<file path="config.mk">
export PLATFORM = sky130hd
export DESIGN_NAME = edr_csr
export DESIGN_NICKNAME = d
export VERILOG_FILES = /design/src/hdl/edr_pkg.sv /design/src/hdl/edr_csr.sv
export SDC_FILE = /design/constraint.sdc
export NUM_CORES = 1
export LEC_CHECK = 0
export ABC_CLOCK_PERIOD_IN_PS = 800
export BUFFER_PORTS_ARGS = -buffer_cell sky130_fd_sc_hd__clkbuf_2
export CORE_ASPECT_RATIO = 0.7
export CORE_UTILIZATION = 30
export CTS_CLUSTER_SIZE = 16
export DETAILED_ROUTE_END_ITERATION = 16
export PLACE_DENSITY = 0.55
export RECOVER_POWER = 100
export SYNTH_ARGS = -nofsm -noshare
export SYNTH_HDL_FRONTEND = slang
export SYNTH_SLANG_ARGS = --single-unit
</file>
<file path="constraint.sdc">
create_clock -name clock -period 0.8 [get_ports clock]
set_input_delay 0.08 -clock clock [delete_from_list [all_inputs] [get_ports clock]]
set_output_delay 0.08 -clock clock [all_outputs]
set_load 0.02 [all_outputs]
</file>
<file path="src/hdl/edr_pkg.sv">
// Shared types and constants of the EMA deviation rate anomaly detector.
// Used by the register block, the update datapath and the top level.
`default_nettype none

package edr_pkg;

   localparam int RATE_W  = 32;
   localparam int LEVEL_W = 48;
   localparam int COUNT_W = 16;
   localparam int GAIN_W  = 17;
   localparam int BAND_W  = 16;

   localparam int CSR_INDEX_W = 2;
   localparam int CSR_DATA_W  = 17;

   localparam logic [CSR_INDEX_W-1:0] REG_MEAN_GAIN      = 2'd0;
   localparam logic [CSR_INDEX_W-1:0] REG_DEVIATION_GAIN = 2'd1;
   localparam logic [CSR_INDEX_W-1:0] REG_BAND_WIDTH     = 2'd2;
   localparam logic [CSR_INDEX_W-1:0] REG_WARMUP_SAMPLES = 2'd3;

   localparam logic [GAIN_W-1:0]  ONE_Q16          = 17'h10000;
   localparam logic [GAIN_W-1:0]  RESET_MEAN_GAIN  = 17'd6554;
   localparam logic [GAIN_W-1:0]  RESET_DEV_GAIN   = 17'd6554;
   localparam logic [BAND_W-1:0]  RESET_BAND_WIDTH = 16'd768;
   localparam logic [COUNT_W-1:0] RESET_WARMUP     = 16'd10;
   localparam logic [COUNT_W-1:0] COUNT_MAX        = 16'hFFFF;

   typedef struct packed {
      logic [GAIN_W-1:0]  mean_gain;
      logic [GAIN_W-1:0]  deviation_gain;
      logic [BAND_W-1:0]  band_width;
      logic [COUNT_W-1:0] warmup_samples;
   } cfg_type;

   typedef struct packed {
      logic [LEVEL_W-1:0] mean_level;
      logic [LEVEL_W-1:0] spread_level;
      logic [COUNT_W-1:0] sample_count;
   } state_type;

endpackage

`default_nettype wire

</file>
<file path="src/hdl/edr_csr.sv">
// Configuration registers of the EMA deviation rate anomaly detector.
// Depends on edr_pkg for the register layout, indexes and reset values.
`default_nettype none

module edr_csr (
   input  logic                             clock,
   input  logic                             reset,
   input  logic                             csr_we,
   input  logic [edr_pkg::CSR_INDEX_W-1:0]  csr_index,
   input  logic [edr_pkg::CSR_DATA_W-1:0]   csr_wdata,
   output edr_pkg::cfg_type                 cfg
);
   import edr_pkg::*;

   cfg_type cfg_ff;
   cfg_type cfg_in;

   always_comb begin
      cfg_in = cfg_ff;
      if (csr_we) begin
         case (csr_index)
            REG_MEAN_GAIN:      cfg_in.mean_gain      = csr_wdata;
            REG_DEVIATION_GAIN: cfg_in.deviation_gain = csr_wdata;
            REG_BAND_WIDTH:     cfg_in.band_width     = csr_wdata[BAND_W-1:0];
            REG_WARMUP_SAMPLES: cfg_in.warmup_samples = csr_wdata[COUNT_W-1:0];
            default:            cfg_in = cfg_ff;
         endcase
      end
   end

   always_ff @(posedge clock) begin
      if (reset) begin
         cfg_ff.mean_gain      <= RESET_MEAN_GAIN;
         cfg_ff.deviation_gain <= RESET_DEV_GAIN;
         cfg_ff.band_width     <= RESET_BAND_WIDTH;
         cfg_ff.warmup_samples <= RESET_WARMUP;
      end else begin
         cfg_ff <= cfg_in;
      end
   end

   assign cfg = cfg_ff;

endmodule

`default_nettype wire

</file>
# ---- Yosys cells after proc, flatten, opt, wreduce, memory -nomap -nowiden
# Cells that the tools add are included.
dict set report totals {
  inputBits 22
  elab_cells 12
  output_inout_bits 66
  regBits 66
}
dict set report op_classes {
  eq_ne 3
  reduce_logical 5
}
# operator count
set op_table {}
lappend op_table {{2-bit AND reduction} 4}
lappend op_table {{2-bit == test (second input constant)} 2}
lappend op_table {{2-bit by 1-bit == test with 1-bit output (second input constant)} 1}
lappend op_table {{2-bit logical NOT} 1}

# ---- Logic depth before layout (Yosys ltp)
# Gate-level depths: netlist of run 1.
dict set report depth {
  word_depth 2
  ltp_mapped 5
  depth_no_buf 2
}

# ---- Least setup slack after synthesis of run 1
# OpenSTA, ideal clock, no wires.
dict set report synth_timing {
  path_kind {input -> register}
  from {input port csr_index[1] (netlist bit)}
  to {register cfg_ff, in the netlist cfg[57]}
  path_buffers 1
  stages 3
  setup_time_ns 0.123
  required_ns 0.677
  arrival_ns 0.709
  slack_ns -0.033
  path_cell_list {or3b_1 buf_6 mux2i_1}
}
dict set report synth_via {
  elab_chain_cells 2
}
# item line
set synth_rtl {}
lappend synth_rtl {{start: declaration} edr_csr.sv:9} ;# input logic [edr_pkg::CSR_INDEX_W-1:0] csr_index,
lappend synth_rtl {{2-bit logical NOT} edr_csr.sv:21} ;# case (csr_index)
lappend synth_rtl {{2-bit AND reduction (no source line)} --}
lappend synth_rtl {{end signal: assignment} edr_csr.sv:38} ;# cfg_ff <= cfg_in;
lappend synth_rtl {{end: declaration} edr_csr.sv:15} ;# cfg_type cfg_ff;
# No other way between the ends.
# A chain may end at the register's enable or synchronous reset.

# ---- Worst setup path after layout of run 1
dict set report layout_timing {
  from {register cfg_ff, in the netlist cfg[26]}
  to {output port cfg[26] (netlist bit)}
}
# item line
set layout_rtl {}
lappend layout_rtl {{end: declaration} edr_csr.sv:11} ;# output edr_pkg::cfg_type cfg
# No word-level cell between the ends.

==> results of run 1 <==
## routing by layer
metal	share of wire [%]	vias to the layer above	global-route usage (%)
met5	0	-	0
met4	1.2	0	5.455
met3	6.8	7	6.943
met2	43	61	22.12
met1	49	969	18.73
li1	-	1043	-
## kinds of logic (layout without fill, tap and decap cells)
| family | after synthesis | after routing | synth area share, % |
|---|---|---|---|
| multiplexers | 66 | 66 | 25.01 |
| buffers and inverters | 17 | 136 | 3.364 |
| flip-flops | 66 | 66 | 50.02 |
| AND/OR/NAND/NOR | 98 | 98 | 21.60 |
## report_power, final
part | total, mW | switching [mW] | internal, mW
Sequential | 3.54 | 0.107 | 3.43
Combinational | 1.06 | 0.459 | 0.601
Clock | 3.69 | 1.35 | 2.34
## worst max-delay path by stage
stage | cells after the start | start | slack (ns) | endpoint
3_3_place_gp | 4 | csr_index[0] | -0.20 | cfg[62]
4_1_cts | 1 | cfg[47] | -0.12 | cfg[47]
3_5_place_dp | 4 | csr_index[0] | -0.23 | cfg[64]
2_1_floorplan | 3 | csr_index[1] | -0.03 | cfg[57]
5_1_grt | 1 | cfg[31] | -0.12 | cfg[31]
6_report | 1 | cfg[26] | -0.09 | cfg[26]
## layout make-up
type,count,share of cell area [%]
Sequential cell,66,31.37
Clock inverter,2,0.2238
Tap cell,120,3.358
Timing Repair Buffer,120,31.34
Multi-Input combinational cell,164,27.59
Clock buffer,14,6.128
## stage by stage
step	setup slack, ns	util [%]	hold WS, ns
finish	-0.08744	52.75	0.01442
global route	-0.1154	52.75	0.02473
CTS	-0.1165	51.49	0.005856
detailed placement	-0.2253	39.70	0.3544
global placement	-0.2039	39.70	0.3486
floorplan	-0.03277	-	0.2321
## placed cells by master, fill, tap and decap left out, drive strengths merged
cell type	netlist	routed
buf	10	92
mux2i	66	66
and3b	2	2
nand2b	65	65
nand3b	2	2
nor2	26	26
clkinv	0	2
dlygate4sd3	0	1
dfxtp	66	66
nand3	1	1
clkbuf	7	41
or3b	1	1
nor3b	1	1
## what timing repair did
| item | CTS | global route |
|---|---|---|
| resized for setup | 194 | 69 |
| setup endpoints to repair | 66 | 69 |
| hold endpoints to repair | 1 | 0 |
| setup buffers | 6 | 9 |
| hold buffers | 1 | 0 |
==> impl_metrics.prom, run 1 <==
# TYPE chip_impl_metric gauge
chip_impl_info{name="status",value="finished with violations"} 1
chip_impl_info{name="failing_checks",value="setup timing"} 1
chip_impl_metric{name="wire_per_inst",unit="um"} 13.03
chip_impl_info{name="netlist_top_cells_count",value="dfxtp_1 (66), mux2i_1 (66), nand2b_1 (65)"} 1
chip_impl_metric{name="top_level_ports",unit=""} 88
chip_impl_metric{name="slowest_delay",unit="ns"} 0.36
chip_impl_metric{name="place_area",unit="um^2"} 3366
chip_impl_metric{name="slew_headroom",unit="%"} 76.30
chip_impl_metric{name="clock_path_buffers",unit=""} 2
chip_impl_metric{name="multi_input_area",unit="um^2"} 1234
chip_impl_metric{name="overflow",unit=""} 0
chip_impl_info{name="hold_path_startpoint",value="csr_wdata[3]"} 1
chip_impl_metric{name="gp_routability_congestion",unit=""} 0.7228
chip_impl_metric{name="hpwlAfterDp",unit="um"} 4310
chip_impl_metric{name="cts_htree_levels",unit=""} 3
chip_impl_metric{name="dpl.cell_count",unit=""} 454
chip_impl_metric{name="max_cap_viol_count",unit=""} 0
chip_impl_info{name="synthTopCellsByArea",value="dfxtp_1 (50%), mux2i_1 (25%), nand2b_1 (15%)"} 1
chip_impl_info{name="worstHoldEndpoint",value="cfg[19]"} 1
chip_impl_metric{name="layout-drive-gt1-share",unit="%"} 54.92
chip_impl_metric{name="synth.ff_latch_count",unit=""} 66
chip_impl_info{name="synth_top_flop_cell",value="dfxtp_1"} 1
chip_impl_metric{name="rows",unit=""} 28
chip_impl_metric{name="worst_slack",unit="ns"} -0.08744
chip_impl_metric{name="worst_ep_arrival_time",unit="ns"} 0.81
chip_impl_info{name="tritoncts",value="built"} 1
chip_impl_metric{name="initial_core_utilization",unit="%"} 31.15
chip_impl_metric{name="final_cell_area",unit="um^2"} 4472
chip_impl_metric{name="grt_start_max_net_pins",unit=""} 47
chip_impl_metric{name="worst_hold_path.num_cells",unit=""} 3
chip_impl_info{name="cpLargestDelayFamily",value="flip-flops"} 1
chip_impl_metric{name="antenna_found_initial",unit=""} 0
chip_impl_metric{name="final-setup-viol-count",unit=""} 66
chip_impl_metric{name="postSynthAreaPerCell",unit="um^2"} 10.69
chip_impl_metric{name="grt_pass1_wl",unit="um"} 10150
chip_impl_metric{name="num_antenna_cells",unit=""} 0
chip_impl_metric{name="synth_cells",unit=""} 247
chip_impl_metric{name="drt_first_iter_violations",unit=""} 82
chip_impl_info{name="timing.rr.end",value="cfg[40]"} 1
chip_impl_metric{name="transition_time_at_the_pin_with_the_least_slew_margin",unit="ns"} 0.3555
chip_impl_metric{name="fmaxAchievable",unit="MHz"} 1127
chip_impl_metric{name="io_buffers",unit=""} 87
chip_impl_metric{name="timing.reg2reg.worst_path_depth",unit=""} 3
chip_impl_metric{name="filler_cell_count",unit=""} 768
chip_impl_info{name="worst-setup-path-type",value="flip-flop to output port"} 1
chip_impl_metric{name="finalCriticalPeriod",unit="ns"} 0.8874
chip_impl_info{name="holdCritPathClass",value="input pin to flip-flop"} 1
chip_impl_metric{name="post_synth_num_cell_types",unit=""} 12
chip_impl_metric{name="post_synthesis_net_count",unit=""} 269
chip_impl_metric{name="dr.pass1.iters",unit=""} 4
chip_impl_info{name="grt_setup_unrepaired",value="yes"} 1
chip_impl_metric{name="cts_buffers",unit=""} 9
chip_impl_metric{name="clock_latency_reported_for_the_late_side_of_the_worst_skew_pair",unit="ns"} 0.32
chip_impl_metric{name="synth.yosys.warnings",unit=""} 0
chip_impl_info{name="r2r_start",value="cfg[40]"} 1
chip_impl_metric{name="wl",unit="um"} 6333
chip_impl_metric{name="clk_transition_reported_paths",unit="ns"} 0.05
chip_impl_metric{name="die_width",unit="um"} 114.2
chip_impl_metric{name="fin_total_pwr",unit="mW"} 8.284
chip_impl_metric{name="first_global_vias",unit=""} 2046
chip_impl_info{name="timing.critical_path.to_type",value="output port"} 1
chip_impl_info{name="critical-path-slowest-cell",value="dfxtp_1"} 1
chip_impl_metric{name="layout.cells.non_filler",unit=""} 486
chip_impl_info{name="timing.critical_path.from_type",value="flip-flop"} 1
chip_impl_metric{name="clock_sink_count",unit=""} 66
chip_impl_metric{name="floorplan.die_area",unit="um^2"} 9190
chip_impl_metric{name="synth.top_cell.area_share",unit="%"} 50.02
chip_impl_info{name="ordered_list_of_cells_on_the_worst_path",value="buf_8"} 1
chip_impl_metric{name="nNetsFinal",unit=""} 383
chip_impl_metric{name="synthesis.area",unit="um^2"} 2641
chip_impl_metric{name="reg2reg_slack",unit="ns"} 0.05
chip_impl_metric{name="antenna_nets_post_route",unit=""} 0
chip_impl_metric{name="power_per_cell_area",unit="nW/um^2"} 1853
chip_impl_metric{name="maxSlewViolCount",unit=""} 0
chip_impl_metric{name="number_of_endpoints_with_negative_hold_slack_in_the_final_report",unit=""} 0
chip_impl_metric{name="synth-edff-count",unit=""} 0
chip_impl_metric{name="synthArstFlopShare",unit="%"} 0
chip_impl_metric{name="path_max_fanout",unit=""} 2
chip_impl_metric{name="post-route-drc-count",unit=""} 0
chip_impl_metric{name="seqCellArea",unit="um^2"} 1403
chip_impl_metric{name="synth.yosys.seq_area_share",unit="%"} 50.02
chip_impl_info{name="clk_root_buffer_cell",value="clkbuf_16"} 1
chip_impl_metric{name="max_reg_flops",unit=""} 66
chip_impl_metric{name="core_area",unit="um^2"} 8478
chip_impl_metric{name="dr_total_vias",unit=""} 2080
chip_impl_metric{name="finalSetupTns",unit="ns"} -3.852
chip_impl_metric{name="number_of_buffer_and_inverter_instances_along_the_worst_setup_path",unit=""} 1
chip_impl_metric{name="timing.final.crit_share",unit="%"} 110.9
chip_impl_metric{name="maximum_vdd_drop",unit="mV"} 1.145
chip_impl_info{name="synth_area_leader_cell",value="dfxtp_1"} 1
chip_impl_metric{name="grt_util_all_layers",unit="%"} 14.90
chip_impl_metric{name="synthToLayoutAreaGrowth",unit="%"} 69.30
chip_impl_metric{name="vias_per_cell",unit=""} 4.280
chip_impl_metric{name="p_leak",unit="nW"} 2.056
chip_impl_metric{name="worst-endpoint-required",unit="ns"} 0.72
chip_impl_metric{name="clock-skew-final",unit="ns"} 0
chip_impl_metric{name="chipHeight",unit="um"} 80.51
Note: power is estimated with default switching activity, not from simulation.
==> run 2, diff against run 1 <==
- SETUP_SLACK_MARGIN: unset -> 0.2
==> impl_metrics.prom, run 2 (synthesized netlist as in run 1, its figures left out) <==
# TYPE chip_impl_metric gauge
chip_impl_metric{name="wire_per_inst",unit="um"} 14.30
chip_impl_metric{name="power_frac_seq",unit="%"} 41.2
chip_impl_metric{name="path_max_fanout",unit=""} 2
chip_impl_metric{name="drt_first_iter_violations",unit=""} 60
chip_impl_metric{name="synthToLayoutAreaGrowth",unit="%"} 100.9
chip_impl_info{name="layout_commonest_cell",value="buf_8"} 1
chip_impl_metric{name="clock_path_buffers",unit=""} 2
chip_impl_metric{name="worst_ep_arrival_time",unit="ns"} 0.81
chip_impl_metric{name="fin_total_pwr",unit="mW"} 8.554
chip_impl_metric{name="num_antenna_cells",unit=""} 0
chip_impl_metric{name="final-setup-viol-count",unit=""} 68
chip_impl_info{name="status",value="finished with violations"} 1
chip_impl_info{name="worst-setup-path-type",value="flip-flop to output port"} 1
chip_impl_info{name="timing.critical_path.from_type",value="flip-flop"} 1
chip_impl_metric{name="finalCriticalPeriod",unit="ns"} 0.8893
chip_impl_metric{name="worst_slack",unit="ns"} -0.08931
chip_impl_info{name="cpLargestDelayFamily",value="flip-flops"} 1
chip_impl_metric{name="clock_sink_count",unit=""} 66
chip_impl_metric{name="clock-skew-final",unit="ns"} 0
chip_impl_metric{name="cts_buffers",unit=""} 9
chip_impl_metric{name="initial_core_utilization",unit="%"} 31.15
chip_impl_metric{name="vias_per_cell",unit=""} 4.294
chip_impl_metric{name="chipHeight",unit="um"} 80.51
chip_impl_info{name="tritoncts",value="built"} 1
chip_impl_metric{name="top_level_ports",unit=""} 88
chip_impl_metric{name="overflow",unit=""} 0
chip_impl_info{name="hold_path_startpoint",value="csr_wdata[11]"} 1
chip_impl_metric{name="post-route-drc-count",unit=""} 0
chip_impl_metric{name="timing.final.crit_share",unit="%"} 111.2
chip_impl_metric{name="die_width",unit="um"} 114.2
chip_impl_metric{name="hpwlAfterDp",unit="um"} 4532
chip_impl_info{name="r2r_start",value="cfg[64]"} 1
chip_impl_metric{name="grt_start_max_net_pins",unit=""} 48
chip_impl_metric{name="nNetsFinal",unit=""} 414
chip_impl_metric{name="clock_latency_reported_for_the_late_side_of_the_worst_skew_pair",unit="ns"} 0.32
chip_impl_metric{name="timing.reg2reg.worst_path_depth",unit=""} 4
chip_impl_metric{name="worst_hold_path.num_cells",unit=""} 3
chip_impl_metric{name="floorplan.die_area",unit="um^2"} 9190
chip_impl_metric{name="p_switching",unit="mW"} 2.062
chip_impl_metric{name="p_leak",unit="nW"} 2.524
chip_impl_metric{name="wl",unit="um"} 7395
chip_impl_metric{name="dr_total_vias",unit=""} 2220
chip_impl_metric{name="dpl.cell_count",unit=""} 454
chip_impl_metric{name="final_cell_area",unit="um^2"} 5308
chip_impl_metric{name="clk_transition_reported_paths",unit="ns"} 0.06
chip_impl_metric{name="power_per_cell_area",unit="nW/um^2"} 1612
chip_impl_metric{name="max_cap_viol_count",unit=""} 0
chip_impl_metric{name="dr.pass1.iters",unit=""} 4
chip_impl_metric{name="power.clock.fraction",unit="%"} 42.4
chip_impl_metric{name="maxSlewViolCount",unit=""} 0
chip_impl_metric{name="grt_pass1_wl",unit="um"} 11170
chip_impl_metric{name="layout.cells.non_filler",unit=""} 517
chip_impl_info{name="timing.rr.end",value="cfg[64]"} 1
chip_impl_metric{name="cts_htree_levels",unit=""} 3
chip_impl_metric{name="number_of_buffer_and_inverter_instances_along_the_worst_setup_path",unit=""} 1
chip_impl_metric{name="antenna_nets_post_route",unit=""} 0
chip_impl_metric{name="power.switching_fraction",unit="%"} 24.10
chip_impl_metric{name="core_area",unit="um^2"} 8478
chip_impl_info{name="layout_common_cells",value="buf_8 (68), mux2i_1 (66), dfxtp_2 (55)"} 1
chip_impl_info{name="holdCritPathClass",value="input pin to flip-flop"} 1
chip_impl_metric{name="worst-endpoint-required",unit="ns"} 0.72
chip_impl_info{name="clk_root_buffer_cell",value="clkbuf_16"} 1
chip_impl_metric{name="power.internal",unit="mW"} 6.493
chip_impl_info{name="worstHoldEndpoint",value="cfg[27]"} 1
chip_impl_metric{name="fmaxAchievable",unit="MHz"} 1124
chip_impl_info{name="critical-path-slowest-cell",value="dfxtp_4"} 1
chip_impl_metric{name="grt_util_all_layers",unit="%"} 16.31
chip_impl_metric{name="maximum_vdd_drop",unit="mV"} 0.9551
chip_impl_metric{name="gp_routability_congestion",unit=""} 0.6802
chip_impl_info{name="failing_checks",value="setup timing"} 1
chip_impl_metric{name="first_global_vias",unit=""} 2174
chip_impl_metric{name="number_of_endpoints_with_negative_hold_slack_in_the_final_report",unit=""} 0
chip_impl_metric{name="slew_headroom",unit="%"} 77.58
chip_impl_metric{name="antenna_found_initial",unit=""} 0
chip_impl_info{name="timing.critical_path.to_type",value="output port"} 1
chip_impl_metric{name="io_buffers",unit=""} 87
chip_impl_info{name="ordered_list_of_cells_on_the_worst_path",value="buf_8"} 1
chip_impl_info{name="grt_setup_unrepaired",value="yes"} 1
chip_impl_metric{name="rows",unit=""} 28
chip_impl_metric{name="place_area",unit="um^2"} 3741
chip_impl_metric{name="post-route-util",unit="%"} 62.60
chip_impl_metric{name="max_reg_flops",unit=""} 66
chip_impl_metric{name="slowest_delay",unit="ns"} 0.36
chip_impl_metric{name="finalSetupTns",unit="ns"} -4.363
chip_impl_metric{name="reg2reg_slack",unit="ns"} 0
chip_impl_metric{name="comb_power_share",unit="%"} 16.3
chip_impl_metric{name="layout-drive-gt1-share",unit="%"} 72.04
chip_impl_metric{name="transition_time_at_the_pin_with_the_least_slew_margin",unit="ns"} 0.3363
[run 2: cell count changes in the layout (fill, tap and decap cells not counted), sizes merged]
cell,before,now
buf,92,133
clkbuf,41,31
clkinv,2,3
dlygate4sd3,1,0
[run 2: per-stage QoR]
step / hold slack [ns] / worst slack [ns]
floorplan: 0.2198 / -0.03009
global placement: 0.3629 / -0.1951
detailed placement: 0.3665 / -0.2115
CTS: 0.01720 / -0.1310
global route: 0.03891 / -0.1102
finish: 0.02207 / -0.08931
[run 2: layer usage]
layer | up-vias | GRT usage, % | wire length, um
met4 | 0 | 6.623 | 84
met3 | 9 | 6.491 | 513
met2 | 64 | 23.15 | 3342
met1 | 1038 | 21.80 | 3455
met5 | - | 0 | 0
li1 | 1109 | - | -
[run 2: final cells by class]
type                       count  area, um^2
clock buffer                  13       260.3
clock inverter                 3       15.01
fill                         685        3171
multi-input combinational    164        1598
sequential                    66        1431
tap                          120       150.1
timing repair buffer         151        1853
[run 2: worst max-delay path by stage]
stage	from	end	depth (start not counted)
2_1_floorplan	csr_index[1]	cfg[59]	3
3_3_place_gp	csr_index[1]	cfg[62]	4
3_5_place_dp	csr_index[1]	cfg[63]	4
4_1_cts	cfg[14]	cfg[14]	1
5_1_grt	cfg[21]	cfg[21]	1
6_report	cfg[21]	cfg[21]	1
[run 2: power by group through the flow]
| stage | logic, mW | registers, mW | clock network (mW) |
|---|---|---|---|
| 6_report | 1.40 | 3.53 | 3.63 |
| 5_1_grt | 1.48 | 3.54 | 3.88 |
| 4_1_cts | 1.23 | 3.51 | 3.73 |
| 3_5_place_dp | 0.962 | 3.57 | 0 |
| 3_3_place_gp | 0.952 | 3.57 | 0 |
| 2_1_floorplan | 0.517 | 3.71 | 0 |
[run 2: repair_timing]
item	4_1_cts	5_1_grt
endpoints found under the hold margin	0	0
buffers inserted	20	27
hold buffers	0	0
pin swaps	2	9
endpoints found under the setup margin	108	132
gates resized for setup	167	120
[run 2: worst min-delay path: cells and delay by family]
kind / cells / cell delay, ns
multiplexers: 1 / 0.06
AND/OR/NAND/NOR: 1 / 0.07
buffers and inverters: 1 / 0.11
